## src/rtl/tga_pkg.sv

```systemverilog
// shared definitions for the tga run-length decoder core
// header offsets, format codes, result kinds and the shared adder width
// no dependencies
`timescale 1ns / 1ps

package tga_pkg;

    // width of the shared add/subtract unit: holds width*height*4
    localparam int ALU_W = 34;

    typedef logic [ALU_W-1:0] t_alu;
    typedef logic [ALU_W:0]   t_alu_res;

    localparam logic [30:0] BUFFER_BYTES_RESET = 31'd1048576;

    // header byte offsets
    localparam logic [4:0] HDR_ID_LEN    = 5'd0;
    localparam logic [4:0] HDR_MAP_TYPE  = 5'd1;
    localparam logic [4:0] HDR_IMG_TYPE  = 5'd2;
    localparam logic [4:0] HDR_WIDTH_LO  = 5'd12;
    localparam logic [4:0] HDR_WIDTH_HI  = 5'd13;
    localparam logic [4:0] HDR_HEIGHT_LO = 5'd14;
    localparam logic [4:0] HDR_HEIGHT_HI = 5'd15;
    localparam logic [4:0] HDR_DEPTH     = 5'd16;
    localparam logic [4:0] HDR_LAST      = 5'd17;

    localparam logic [7:0] TYPE_RAW     = 8'd2;
    localparam logic [7:0] TYPE_RLE     = 8'd10;
    localparam logic [7:0] MAP_NONE     = 8'd0;
    localparam logic [7:0] DEPTH_24     = 8'd24;
    localparam logic [7:0] DEPTH_32     = 8'd32;
    localparam logic [7:0] ALPHA_OPAQUE = 8'd255;

    typedef enum logic [2:0] {
        KIND_PIXELS     = 3'd0,
        KIND_HEADER     = 3'd1,
        KIND_BAD_TYPE   = 3'd2,
        KIND_BAD_FORMAT = 3'd3,
        KIND_SMALL_BUF  = 3'd4
    } t_kind;

    typedef enum logic [4:0] {
        PH_IDLE   = 5'b00001,
        PH_HEADER = 5'b00010,
        PH_IDSKIP = 5'b00100,
        PH_DATA   = 5'b01000,
        PH_DONE   = 5'b10000
    } t_phase;

    typedef enum logic [7:0] {
        S_IDLE = 8'b00000001,
        S_MUL  = 8'b00000010,
        S_CMP  = 8'b00000100,
        S_HDR  = 8'b00001000,
        S_PIX  = 8'b00010000,
        S_SUB  = 8'b00100000,
        S_POS  = 8'b01000000,
        S_WRAP = 8'b10000000
    } t_state;

endpackage

```

## src/rtl/tga_addsub.sv

```systemverilog
// shared add/subtract unit of the tga decoder sequencer
// result carries one extra bit: carry on add, borrow on subtract
// depends on tga_pkg
`timescale 1ns / 1ps

module tga_addsub #(
    parameter int W = tga_pkg::ALU_W
) (
    input  logic [W-1:0] i_a,
    input  logic [W-1:0] i_b,
    input  logic         i_sub,
    output logic [W:0]   o_res
);

    always_comb begin
        if (i_sub) begin
            o_res = {1'b0, i_a} - {1'b0, i_b};
        end else begin
            o_res = {1'b0, i_a} + {1'b0, i_b};
        end
    end

endmodule

```

## src/rtl/tga_rle_image_decoder_core.sv

```systemverilog
// top level of the tga image decoder (types 2 and 10, 24/32 bpp)
// small sequencer around one shared add/subtract unit
// depends on tga_pkg and tga_addsub
`timescale 1ns / 1ps

// channel   direction  handshake                   payload
// input     in         i_in_valid / o_in_stall     i_data_byte, i_file_start
// output    out        o_out_valid / i_out_stall   o_kind ... o_image_done
// config    in         i_cfg_we                    i_cfg_data (buffer bytes)
//
// most file bytes leave the sequencer idle; a last header byte that passes its
// checks: 16 shift-add steps of width*height, size compare, emit; else only the emit
// a pixel's last byte: emit, subtract, add, then one row crossed per cycle (up to 128)
// reset is synchronous and active low; o_in_stall is high whenever the sequencer is
// busy, and a result waits in its step while a stalled receiver holds the output word

module tga_rle_image_decoder_core (
    input  logic        i_clk,
    input  logic        i_rst_n,
    input  logic        i_cfg_we,
    input  logic [30:0] i_cfg_data,
    input  logic        i_in_valid,
    output logic        o_in_stall,
    input  logic [7:0]  i_data_byte,
    input  logic        i_file_start,
    output logic        o_out_valid,
    input  logic        i_out_stall,
    output logic [2:0]  o_kind,
    output logic [15:0] o_start_row,
    output logic [15:0] o_start_column,
    output logic [7:0]  o_pixel_count,
    output logic [7:0]  o_red,
    output logic [7:0]  o_green,
    output logic [7:0]  o_blue,
    output logic [7:0]  o_alpha,
    output logic [15:0] o_image_width,
    output logic [15:0] o_image_height,
    output logic        o_image_done
);

    // sequencer and parse state
    tga_pkg::t_state r_state, n_state;
    tga_pkg::t_phase r_phase, n_phase;
    logic [4:0]  r_hp, n_hp;
    logic [7:0]  r_id_skip, n_id_skip;
    logic        r_rle, n_rle;
    logic        r_d32, n_d32;
    logic        r_type_ok, n_type_ok;
    logic        r_map_ok, n_map_ok;
    logic        r_depth_ok, n_depth_ok;
    logic [15:0] r_cols, n_cols;
    logic [15:0] r_rows, n_rows;
    logic [7:0]  r_pkt_left, n_pkt_left;
    logic        r_pkt_run, n_pkt_run;
    logic [31:0] r_color, n_color;
    logic [1:0]  r_cidx, n_cidx;
    logic [15:0] r_cur_row, n_cur_row;
    logic [15:0] r_cur_col, n_cur_col;
    logic [31:0] r_pix_left, n_pix_left;
    logic [31:0] r_prod, n_prod;
    logic [3:0]  r_iter, n_iter;
    tga_pkg::t_kind r_kind, n_kind;
    logic [7:0]  r_count, n_count;
    logic [16:0] r_pos, n_pos;
    logic [30:0] r_buf, n_buf;

    // output word
    logic           r_o_valid, n_o_valid;
    tga_pkg::t_kind r_o_kind, n_o_kind;
    logic [15:0]    r_o_row, n_o_row;
    logic [15:0]    r_o_col, n_o_col;
    logic [7:0]     r_o_count, n_o_count;
    logic [7:0]     r_o_red, n_o_red;
    logic [7:0]     r_o_green, n_o_green;
    logic [7:0]     r_o_blue, n_o_blue;
    logic [7:0]     r_o_alpha, n_o_alpha;
    logic [15:0]    r_o_w, n_o_w;
    logic [15:0]    r_o_h, n_o_h;
    logic           r_o_done, n_o_done;

    // shared unit
    tga_pkg::t_alu     c_a, c_b;
    logic              c_sub;
    tga_pkg::t_alu_res c_res;

    logic           c_accept;
    logic           c_out_free;
    tga_pkg::t_phase c_ph;
    logic [4:0]     c_hp;
    logic [7:0]     c_count;
    logic           c_last_byte;

    tga_addsub #(
        .W (tga_pkg::ALU_W)
    ) u_addsub (
        .i_a   (c_a),
        .i_b   (c_b),
        .i_sub (c_sub),
        .o_res (c_res)
    );

    assign o_in_stall = (r_state != tga_pkg::S_IDLE);
    assign c_accept   = i_in_valid && (r_state == tga_pkg::S_IDLE);
    // output word can be loaded when empty or being taken now
    assign c_out_free = !r_o_valid || !i_out_stall;

    // a file start restarts the header whatever the phase
    assign c_ph = i_file_start ? tga_pkg::PH_HEADER : r_phase;
    assign c_hp = i_file_start ? tga_pkg::HDR_ID_LEN : r_hp;

    // pixel count of the output word: a run's length clipped to the pixels still missing, else 1
    always_comb begin
        if (r_rle && r_pkt_run) begin
            if ((r_pix_left[31:8] == 24'd0) && (r_pix_left[7:0] < r_pkt_left)) begin
                c_count = r_pix_left[7:0];
            end else begin
                c_count = r_pkt_left;
            end
        end else begin
            c_count = 8'd1;
        end
    end

    assign c_last_byte = r_d32 ? (r_cidx == 2'd3) : (r_cidx == 2'd2);

    // operand selection for the shared unit
    always_comb begin
        c_a   = '0;
        c_b   = '0;
        c_sub = 1'b0;
        case (r_state)
            tga_pkg::S_MUL: begin
                // msb-first shift-add of cols * rows
                c_a = tga_pkg::t_alu'({r_prod[30:0], 1'b0});
                c_b = r_rows[r_iter] ? tga_pkg::t_alu'(r_cols) : '0;
            end
            tga_pkg::S_CMP: begin
                c_a   = tga_pkg::t_alu'(r_buf);
                c_b   = tga_pkg::t_alu'({r_prod, 2'b00});
                c_sub = 1'b1;
            end
            tga_pkg::S_SUB: begin
                c_a   = tga_pkg::t_alu'(r_pix_left);
                c_b   = tga_pkg::t_alu'(r_count);
                c_sub = 1'b1;
            end
            tga_pkg::S_POS: begin
                c_a = tga_pkg::t_alu'(r_cur_col);
                c_b = tga_pkg::t_alu'(r_count);
            end
            tga_pkg::S_WRAP: begin
                c_a   = tga_pkg::t_alu'(r_pos);
                c_b   = tga_pkg::t_alu'(r_cols);
                c_sub = 1'b1;
            end
            default: begin
                c_sub = 1'b0;
            end
        endcase
    end

    always_comb begin
        n_state    = r_state;
        n_phase    = r_phase;
        n_hp       = r_hp;
        n_id_skip  = r_id_skip;
        n_rle      = r_rle;
        n_d32      = r_d32;
        n_type_ok  = r_type_ok;
        n_map_ok   = r_map_ok;
        n_depth_ok = r_depth_ok;
        n_cols     = r_cols;
        n_rows     = r_rows;
        n_pkt_left = r_pkt_left;
        n_pkt_run  = r_pkt_run;
        n_color    = r_color;
        n_cidx     = r_cidx;
        n_cur_row  = r_cur_row;
        n_cur_col  = r_cur_col;
        n_pix_left = r_pix_left;
        n_prod     = r_prod;
        n_iter     = r_iter;
        n_kind     = r_kind;
        n_count    = r_count;
        n_pos      = r_pos;
        n_buf      = i_cfg_we ? i_cfg_data : r_buf;

        n_o_valid = r_o_valid && i_out_stall;
        n_o_kind  = r_o_kind;
        n_o_row   = r_o_row;
        n_o_col   = r_o_col;
        n_o_count = r_o_count;
        n_o_red   = r_o_red;
        n_o_green = r_o_green;
        n_o_blue  = r_o_blue;
        n_o_alpha = r_o_alpha;
        n_o_w     = r_o_w;
        n_o_h     = r_o_h;
        n_o_done  = r_o_done;

        case (r_state)
            tga_pkg::S_IDLE: begin
                if (c_accept) begin
                    if (i_file_start) begin
                        n_phase = tga_pkg::PH_HEADER;
                    end
                    case (c_ph)
                        tga_pkg::PH_HEADER: begin
                            n_hp = c_hp + 5'd1;
                            case (c_hp)
                                tga_pkg::HDR_ID_LEN:    n_id_skip = i_data_byte;
                                tga_pkg::HDR_MAP_TYPE:  n_map_ok = (i_data_byte == tga_pkg::MAP_NONE);
                                tga_pkg::HDR_IMG_TYPE: begin
                                    n_type_ok = (i_data_byte == tga_pkg::TYPE_RAW) ||
                                                (i_data_byte == tga_pkg::TYPE_RLE);
                                    n_rle     = (i_data_byte == tga_pkg::TYPE_RLE);
                                end
                                tga_pkg::HDR_WIDTH_LO:  n_cols[7:0]  = i_data_byte;
                                tga_pkg::HDR_WIDTH_HI:  n_cols[15:8] = i_data_byte;
                                tga_pkg::HDR_HEIGHT_LO: n_rows[7:0]  = i_data_byte;
                                tga_pkg::HDR_HEIGHT_HI: n_rows[15:8] = i_data_byte;
                                tga_pkg::HDR_DEPTH: begin
                                    n_depth_ok = (i_data_byte == tga_pkg::DEPTH_24) ||
                                                 (i_data_byte == tga_pkg::DEPTH_32);
                                    n_d32      = (i_data_byte == tga_pkg::DEPTH_32);
                                end
                                tga_pkg::HDR_LAST: begin
                                    if (!r_type_ok) begin
                                        n_kind  = tga_pkg::KIND_BAD_TYPE;
                                        n_phase = tga_pkg::PH_DONE;
                                        n_state = tga_pkg::S_HDR;
                                    end else if (!r_map_ok || !r_depth_ok) begin
                                        n_kind  = tga_pkg::KIND_BAD_FORMAT;
                                        n_phase = tga_pkg::PH_DONE;
                                        n_state = tga_pkg::S_HDR;
                                    end else begin
                                        n_prod  = '0;
                                        n_iter  = 4'd15;
                                        n_state = tga_pkg::S_MUL;
                                    end
                                end
                                default: begin
                                    n_hp = c_hp + 5'd1;
                                end
                            endcase
                        end
                        tga_pkg::PH_IDSKIP: begin
                            n_id_skip = r_id_skip - 8'd1;
                            if (r_id_skip == 8'd1) begin
                                n_phase = tga_pkg::PH_DATA;
                            end
                        end
                        tga_pkg::PH_DATA: begin
                            if (r_rle && (r_pkt_left == 8'd0)) begin
                                // packet header byte
                                n_pkt_left = {1'b0, i_data_byte[6:0]} + 8'd1;
                                n_pkt_run  = i_data_byte[7];
                                n_cidx     = 2'd0;
                            end else begin
                                n_color[8*r_cidx +: 8] = i_data_byte;
                                if (c_last_byte) begin
                                    n_cidx  = 2'd0;
                                    n_state = tga_pkg::S_PIX;
                                end else begin
                                    n_cidx = r_cidx + 2'd1;
                                end
                            end
                        end
                        default: begin
                            n_hp = r_hp;
                        end
                    endcase
                end
            end
            tga_pkg::S_MUL: begin
                n_prod = c_res[31:0];
                if (r_iter == 4'd0) begin
                    n_state = tga_pkg::S_CMP;
                end else begin
                    n_iter = r_iter - 4'd1;
                end
            end
            tga_pkg::S_CMP: begin
                n_state = tga_pkg::S_HDR;
                if (c_res[tga_pkg::ALU_W]) begin
                    // buffer smaller than width*height*4
                    n_kind  = tga_pkg::KIND_SMALL_BUF;
                    n_phase = tga_pkg::PH_DONE;
                end else begin
                    n_kind     = tga_pkg::KIND_HEADER;
                    n_pix_left = r_prod;
                    n_cur_row  = (r_rows != 16'd0) ? (r_rows - 16'd1) : 16'd0;
                    n_cur_col  = 16'd0;
                    n_pkt_left = 8'd0;
                    n_cidx     = 2'd0;
                    n_color    = '0;
                    if (r_prod == 32'd0) begin
                        n_phase = tga_pkg::PH_DONE;
                    end else if (r_id_skip != 8'd0) begin
                        n_phase = tga_pkg::PH_IDSKIP;
                    end else begin
                        n_phase = tga_pkg::PH_DATA;
                    end
                end
            end
            tga_pkg::S_HDR: begin
                if (c_out_free) begin
                    n_o_valid = 1'b1;
                    n_o_kind  = r_kind;
                    n_o_row   = '0;
                    n_o_col   = '0;
                    n_o_count = '0;
                    n_o_red   = '0;
                    n_o_green = '0;
                    n_o_blue  = '0;
                    n_o_alpha = '0;
                    if ((r_kind == tga_pkg::KIND_HEADER) ||
                        (r_kind == tga_pkg::KIND_SMALL_BUF)) begin
                        n_o_w = r_cols;
                        n_o_h = r_rows;
                    end else begin
                        n_o_w = '0;
                        n_o_h = '0;
                    end
                    n_o_done = (r_kind == tga_pkg::KIND_HEADER) && (r_pix_left == 32'd0);
                    n_state  = tga_pkg::S_IDLE;
                end
            end
            tga_pkg::S_PIX: begin
                if (c_out_free) begin
                    n_o_valid = 1'b1;
                    n_o_kind  = tga_pkg::KIND_PIXELS;
                    n_o_row   = r_cur_row;
                    n_o_col   = r_cur_col;
                    n_o_count = c_count;
                    n_o_red   = r_color[23:16];
                    n_o_green = r_color[15:8];
                    n_o_blue  = r_color[7:0];
                    n_o_alpha = r_d32 ? r_color[31:24] : tga_pkg::ALPHA_OPAQUE;
                    n_o_w     = '0;
                    n_o_h     = '0;
                    n_o_done  = (r_pix_left == {24'd0, c_count});
                    if (r_pix_left == {24'd0, c_count}) begin
                        n_phase = tga_pkg::PH_DONE;
                    end
                    n_count = c_count;
                    if (r_rle) begin
                        n_pkt_left = r_pkt_run ? 8'd0 : (r_pkt_left - 8'd1);
                    end
                    n_state = tga_pkg::S_SUB;
                end
            end
            tga_pkg::S_SUB: begin
                n_pix_left = c_res[31:0];
                n_state    = (r_cols == 16'd0) ? tga_pkg::S_IDLE : tga_pkg::S_POS;
            end
            tga_pkg::S_POS: begin
                n_pos   = c_res[16:0];
                n_state = tga_pkg::S_WRAP;
            end
            tga_pkg::S_WRAP: begin
                // one row crossed per cycle until the column fits
                if (!c_res[tga_pkg::ALU_W]) begin
                    n_pos     = c_res[16:0];
                    n_cur_row = r_cur_row - 16'd1;
                end else begin
                    n_cur_col = r_pos[15:0];
                    n_state   = tga_pkg::S_IDLE;
                end
            end
            default: begin
                n_state = tga_pkg::S_IDLE;
            end
        endcase
    end

    always_ff @(posedge i_clk) begin
        if (!i_rst_n) begin
            r_state   <= tga_pkg::S_IDLE;
            r_phase   <= tga_pkg::PH_IDLE;
            r_hp      <= '0;
            r_buf     <= tga_pkg::BUFFER_BYTES_RESET;
            r_o_valid <= 1'b0;
        end else begin
            r_state   <= n_state;
            r_phase   <= n_phase;
            r_hp      <= n_hp;
            r_buf     <= n_buf;
            r_o_valid <= n_o_valid;
        end
    end

    // payload and working registers, no reset needed
    always_ff @(posedge i_clk) begin
        r_id_skip  <= n_id_skip;
        r_rle      <= n_rle;
        r_d32      <= n_d32;
        r_type_ok  <= n_type_ok;
        r_map_ok   <= n_map_ok;
        r_depth_ok <= n_depth_ok;
        r_cols     <= n_cols;
        r_rows     <= n_rows;
        r_pkt_left <= n_pkt_left;
        r_pkt_run  <= n_pkt_run;
        r_color    <= n_color;
        r_cidx     <= n_cidx;
        r_cur_row  <= n_cur_row;
        r_cur_col  <= n_cur_col;
        r_pix_left <= n_pix_left;
        r_prod     <= n_prod;
        r_iter     <= n_iter;
        r_kind     <= n_kind;
        r_count    <= n_count;
        r_pos      <= n_pos;
        r_o_kind   <= n_o_kind;
        r_o_row    <= n_o_row;
        r_o_col    <= n_o_col;
        r_o_count  <= n_o_count;
        r_o_red    <= n_o_red;
        r_o_green  <= n_o_green;
        r_o_blue   <= n_o_blue;
        r_o_alpha  <= n_o_alpha;
        r_o_w      <= n_o_w;
        r_o_h      <= n_o_h;
        r_o_done   <= n_o_done;
    end

    assign o_out_valid    = r_o_valid;
    assign o_kind         = r_o_kind;
    assign o_start_row    = r_o_row;
    assign o_start_column = r_o_col;
    assign o_pixel_count  = r_o_count;
    assign o_red          = r_o_red;
    assign o_green        = r_o_green;
    assign o_blue         = r_o_blue;
    assign o_alpha        = r_o_alpha;
    assign o_image_width  = r_o_w;
    assign o_image_height = r_o_h;
    assign o_image_done   = r_o_done;

endmodule
```

## config.mk

```make
export PLATFORM = sky130hd
export DESIGN_NAME = tga_rle_image_decoder_core
export DESIGN_NICKNAME = d
export VERILOG_FILES = /design/src/rtl/tga_pkg.sv /design/src/rtl/tga_addsub.sv /design/src/rtl/tga_rle_image_decoder_core.sv
export SDC_FILE = /design/constraint.sdc
export NUM_CORES = 1
export LEC_CHECK = 0
export BUFFER_PORTS_ARGS = -buffer_cell sky130_fd_sc_hd__buf_2
export CELL_PAD_IN_SITES_DETAIL_PLACEMENT = 1
export CELL_PAD_IN_SITES_GLOBAL_PLACEMENT = 1
export CORE_ASPECT_RATIO = 1.5
export CORE_MARGIN = 2
export CORE_UTILIZATION = 41
export CTS_CLUSTER_SIZE = 16
export DETAILED_ROUTE_END_ITERATION = 8
export PLACE_DENSITY = 0.76
export SLEW_MARGIN = 25
export SYNTH_ARGS = -nofsm -noshare
export SYNTH_HDL_FRONTEND = slang
export SYNTH_SLANG_ARGS = --single-unit
```

## constraint.sdc

```tcl
create_clock -name i_clk -period 6.93 [get_ports i_clk]
set_input_delay 1.386 -clock i_clk [delete_from_list [all_inputs] [get_ports i_clk]]
set_output_delay 1.386 -clock i_clk [all_outputs]
set_load 0.05 [all_outputs]
```

==> results.json <==
{
  "clock_skew_ns": 0.02486,
  "core_um2": 46730,
  "syn-num-nets": 1908,
  "vdd_drop_max_uv": 161.2,
  "ctsRootBufferMaster": "clkbuf_16",
  "area_growth_pct": 13.63,
  "vias_per_cell": 5.846,
  "min_path_type": "reg -> reg",
  "grt_usage_pct": 24.17,
  "clk_path_buf_depth": 3,
  "p_comb_share_pct": 10.5,
  "numCtsBuffers": 38,
  "min_path_cells": 2,
  "ios": 155,
  "rsz0062_at_grt": "no",
  "ant_nets": 0,
  "initial_core_util_pct": 41.59,
  "drv_slew": 0,
  "die_w_um": 181.8,
  "cap_violations": 0,
  "r2r_cells": 18,
  "drc": 0,
  "synth_edf_count": 324,
  "synth-seq-cells": 374,
  "setup_viol": 0,
  "drt_iter0_drc": 1115,
  "p_switching_w": 0.001302,
  "drive_above_1_share_pct": 13.38,
  "synthTopCellsByArea": "edfxtp_1 50%, dfxtp_1 5.2%, and2_1 4.0%",
  "syn_area_per_cell_um2": 10.78,
  "ys_warn_count": 0,
  "clock-sinks": 374,
  "fin_crit_ns": 6.640,
  "hold_violations": 0,
  "io_buffers": 154,
  "grt_pass1_vias": 15880,
  "layoutNonFillerInstCount": 2560,
  "antenna_found_initial": 0,
  "path_class": "reg -> reg",
  "slew_headroom_pct": 33.01,
  "seqPwrFrac_pct": 49.6,
  "crit_fanout": 23,
  "p_per_area_nw_per_um2": 230.6,
  "grt_max_degree": 76,
  "power.leakage_nw": 8.670,
  "final_cell_mix": "324 x edfxtp_1, 156 x nand2_1, 155 x nor2_1",
  "die_h_um": 270.6,
  "critPathLaunchType": "register",
  "drt-wirelength-per-cell_um": 23.46,
  "fin_crit_sh_pct": 95.81,
  "cts_tree": "yes",
  "outcome": "complete, no violations",
  "crit_arrival_ns": 6.92,
  "switching_share_pct": 25.56,
  "row_count": 97,
  "post-place-ws_ns": 0.3626,
  "vias": 14970,
  "seq_area_frac_synth_pct": 55.22,
  "final_common_cell": "edfxtp_1",
  "synth.distinct_cells": 73,
  "worst_slew_pin_slew_ns": 0.9972,
  "required_ns": 7.21,
  "setup_tns_ns": 0,
  "gp_congestion": 0.9151,
  "max_freq_mhz": 150.6,
  "drt_pass1_iterations": 6,
  "htreeDepth": 2,
  "grt-ovfl-total": 0,
  "fin_area_um2": 22080,
  "cts.clk_slew.worst_paths_ns": 0.06,
  "pwr-share-clk_pct": 39.9,
  "p_int_w": 0.003791,
  "cp-end-kind": "register",
  "fin_ws_ns": 0.2902,
  "diodes": 0,
  "wirelength_mm": 60.05,
  "hpwl_mm": 43.53,
  "dp.cells": 2489,
  "synth_top_area_share_pct": 50.06,
  "synthCells": 1803,
  "yosysTopAreaCell": "edfxtp_1",
  "netlist_area_um2": 19430,
  "synthArstFlopShare_pct": 0,
  "layout.nets": 2041,
  "synth_flop_cell": "edfxtp_1",
  "placed_cell_area_um2": 20850,
  "grt_pass1_wl_mm": 92.58,
  "clkLatencyLatePin_ns": 0.55,
  "die-area_um2": 49190
}
==> critical path, stage by stage (launching register included) <==
cell and delay [ns]:
edfxtp_1 0.55, mux4_1 0.66, mux4_2 0.57, a21o_2 0.26, a22oi_1 0.21, ha_1 0.26, nand3_1 0.09, or4_4 0.57
o31a_1 0.25, a41o_1 0.25, ha_1 0.31, a21oi_1 0.28, o21ai_0 0.13, a21oi_1 0.26, a2bb2oi_1 0.52, a211oi_2 0.19
o21a_1 0.29, or2_2 0.46, buf_12 0.24
==> layout make-up <==
cell class              count  area, um2
repair buffers            178      988.4
inverters                  66      247.7
well taps                 594      743.2
multi-input cells        1278       8173
fillers                  5109      24640
flip-flops and latches    374      10730
clock inverters            22      180.2
clock buffers              48       1020
==> synth_stat cells (8+ instances only) <==
cell type,count
a21boi_0,9
o22ai_1,28
nor2_1,156
clkbuf_1,78
a2bb2oi_1,9
nor4_1,30
nor2b_1,67
or3_1,9
nand3_1,27
nand2b_1,12
mux2i_1,36
nor3_1,49
edfxtp_1,324
xnor2_1,46
nor3b_1,9
inv_1,66
o21a_1,9
and3_1,18
dfxtp_1,50
nand2_1,156
xor2_1,35
a221oi_1,14
o21bai_1,9
a21oi_1,114
ha_1,59
a222oi_1,9
o21ai_0,78
o31ai_1,8
a22oi_1,39
nand4_1,13
and2_1,123
==> layer usage <==
| layer | part of all wire, % | routed length (um) | vias to the layer above | GRT usage (%) |
|---|---|---|---|---|
| met2 | 54 | 32310 | 406 | 46.16 |
| met4 | 4.1 | 2434 | 0 | 10.38 |
| met3 | 3.8 | 2278 | 133 | 2.692 |
| met1 | 38 | 23030 | 7530 | 26.82 |
| li1 | - | - | 6896 | - |
| met5 | 0 | 0 | - | 0 |
==> logic make-up (layout without fill, tap and decap cells) <==
group	after synthesis	count (layout)	share of synthesized area (%)
AND/OR/NAND/NOR	702	702	18.49
AO/OA/AOI/OAI	391	391	13.09
flip-flops	374	374	55.22
buffers and inverters	151	314	2.968
XOR/XNOR	81	81	3.651
adder cells (fa/ha/maj)	60	60	3.902
multiplexers	44	44	2.685
==> path summary, 6_finish.rpt <==
check                           slack (ns)                     from                 endpoint
worst max register to register        0.29  r_iter[2]$_SDFFCE_PN1P_  r_pix_left[1]$_DFFE_PP_
worst min-delay path                  0.51  r_phase[0]$_SDFFE_PN1P_  r_phase[0]$_SDFFE_PN1P_
worst min register to register        0.51  r_phase[0]$_SDFFE_PN1P_  r_phase[0]$_SDFFE_PN1P_
worst max-delay path                  0.29  r_iter[2]$_SDFFCE_PN1P_  r_pix_left[1]$_DFFE_PP_
==> registers in the layout (all words and copies together), names as in the netlist, 16 cells and up <==
| name | cells |
|---|---|
| o_start_column | 16 |
| r_cur_row | 16 |
| r_rows | 16 |
| r_cur_col | 16 |
| r_color | 32 |
| o_image_height | 16 |
| r_buf | 31 |
| r_pix_left | 32 |
| r_cols | 16 |
| r_pos | 17 |
| o_start_row | 16 |
| o_image_width | 16 |
| r_prod | 32 |
==> stage by stage <==
step | utilization [%] | hold slack, ns | power [W]
after global placement | 44.61 | 0.4752 | 0.003079
after global routing | 47.26 | 0.5379 | 0.005251
after floorplan | - | 0.4425 | 0.002909
after detailed placement | 44.63 | 0.4922 | 0.003099
after CTS | 47.20 | 0.5126 | 0.005129
final | 47.26 | 0.5073 | 0.005093
==> power groups by stage <==
stage                     registers, W  logic (W)  clock network [W]
after floorplan                0.00258   0.000333                  0
after global placement         0.00257   0.000509                  0
after detailed placement       0.00257   0.000526                  0
after CTS                      0.00252   0.000531            0.00207
after global routing           0.00253   0.000582            0.00214
final                          0.00253   0.000536            0.00203
==> timing repair <==
| item | CTS | global route |
|---|---|---|
| endpoints found under the setup margin | 0 | 8 |
| hold buffers | 0 | 0 |
| buffers inserted | 0 | 0 |
| resized for setup | 0 | 1 |
Note: power is estimated with default switching activity, not from simulation.
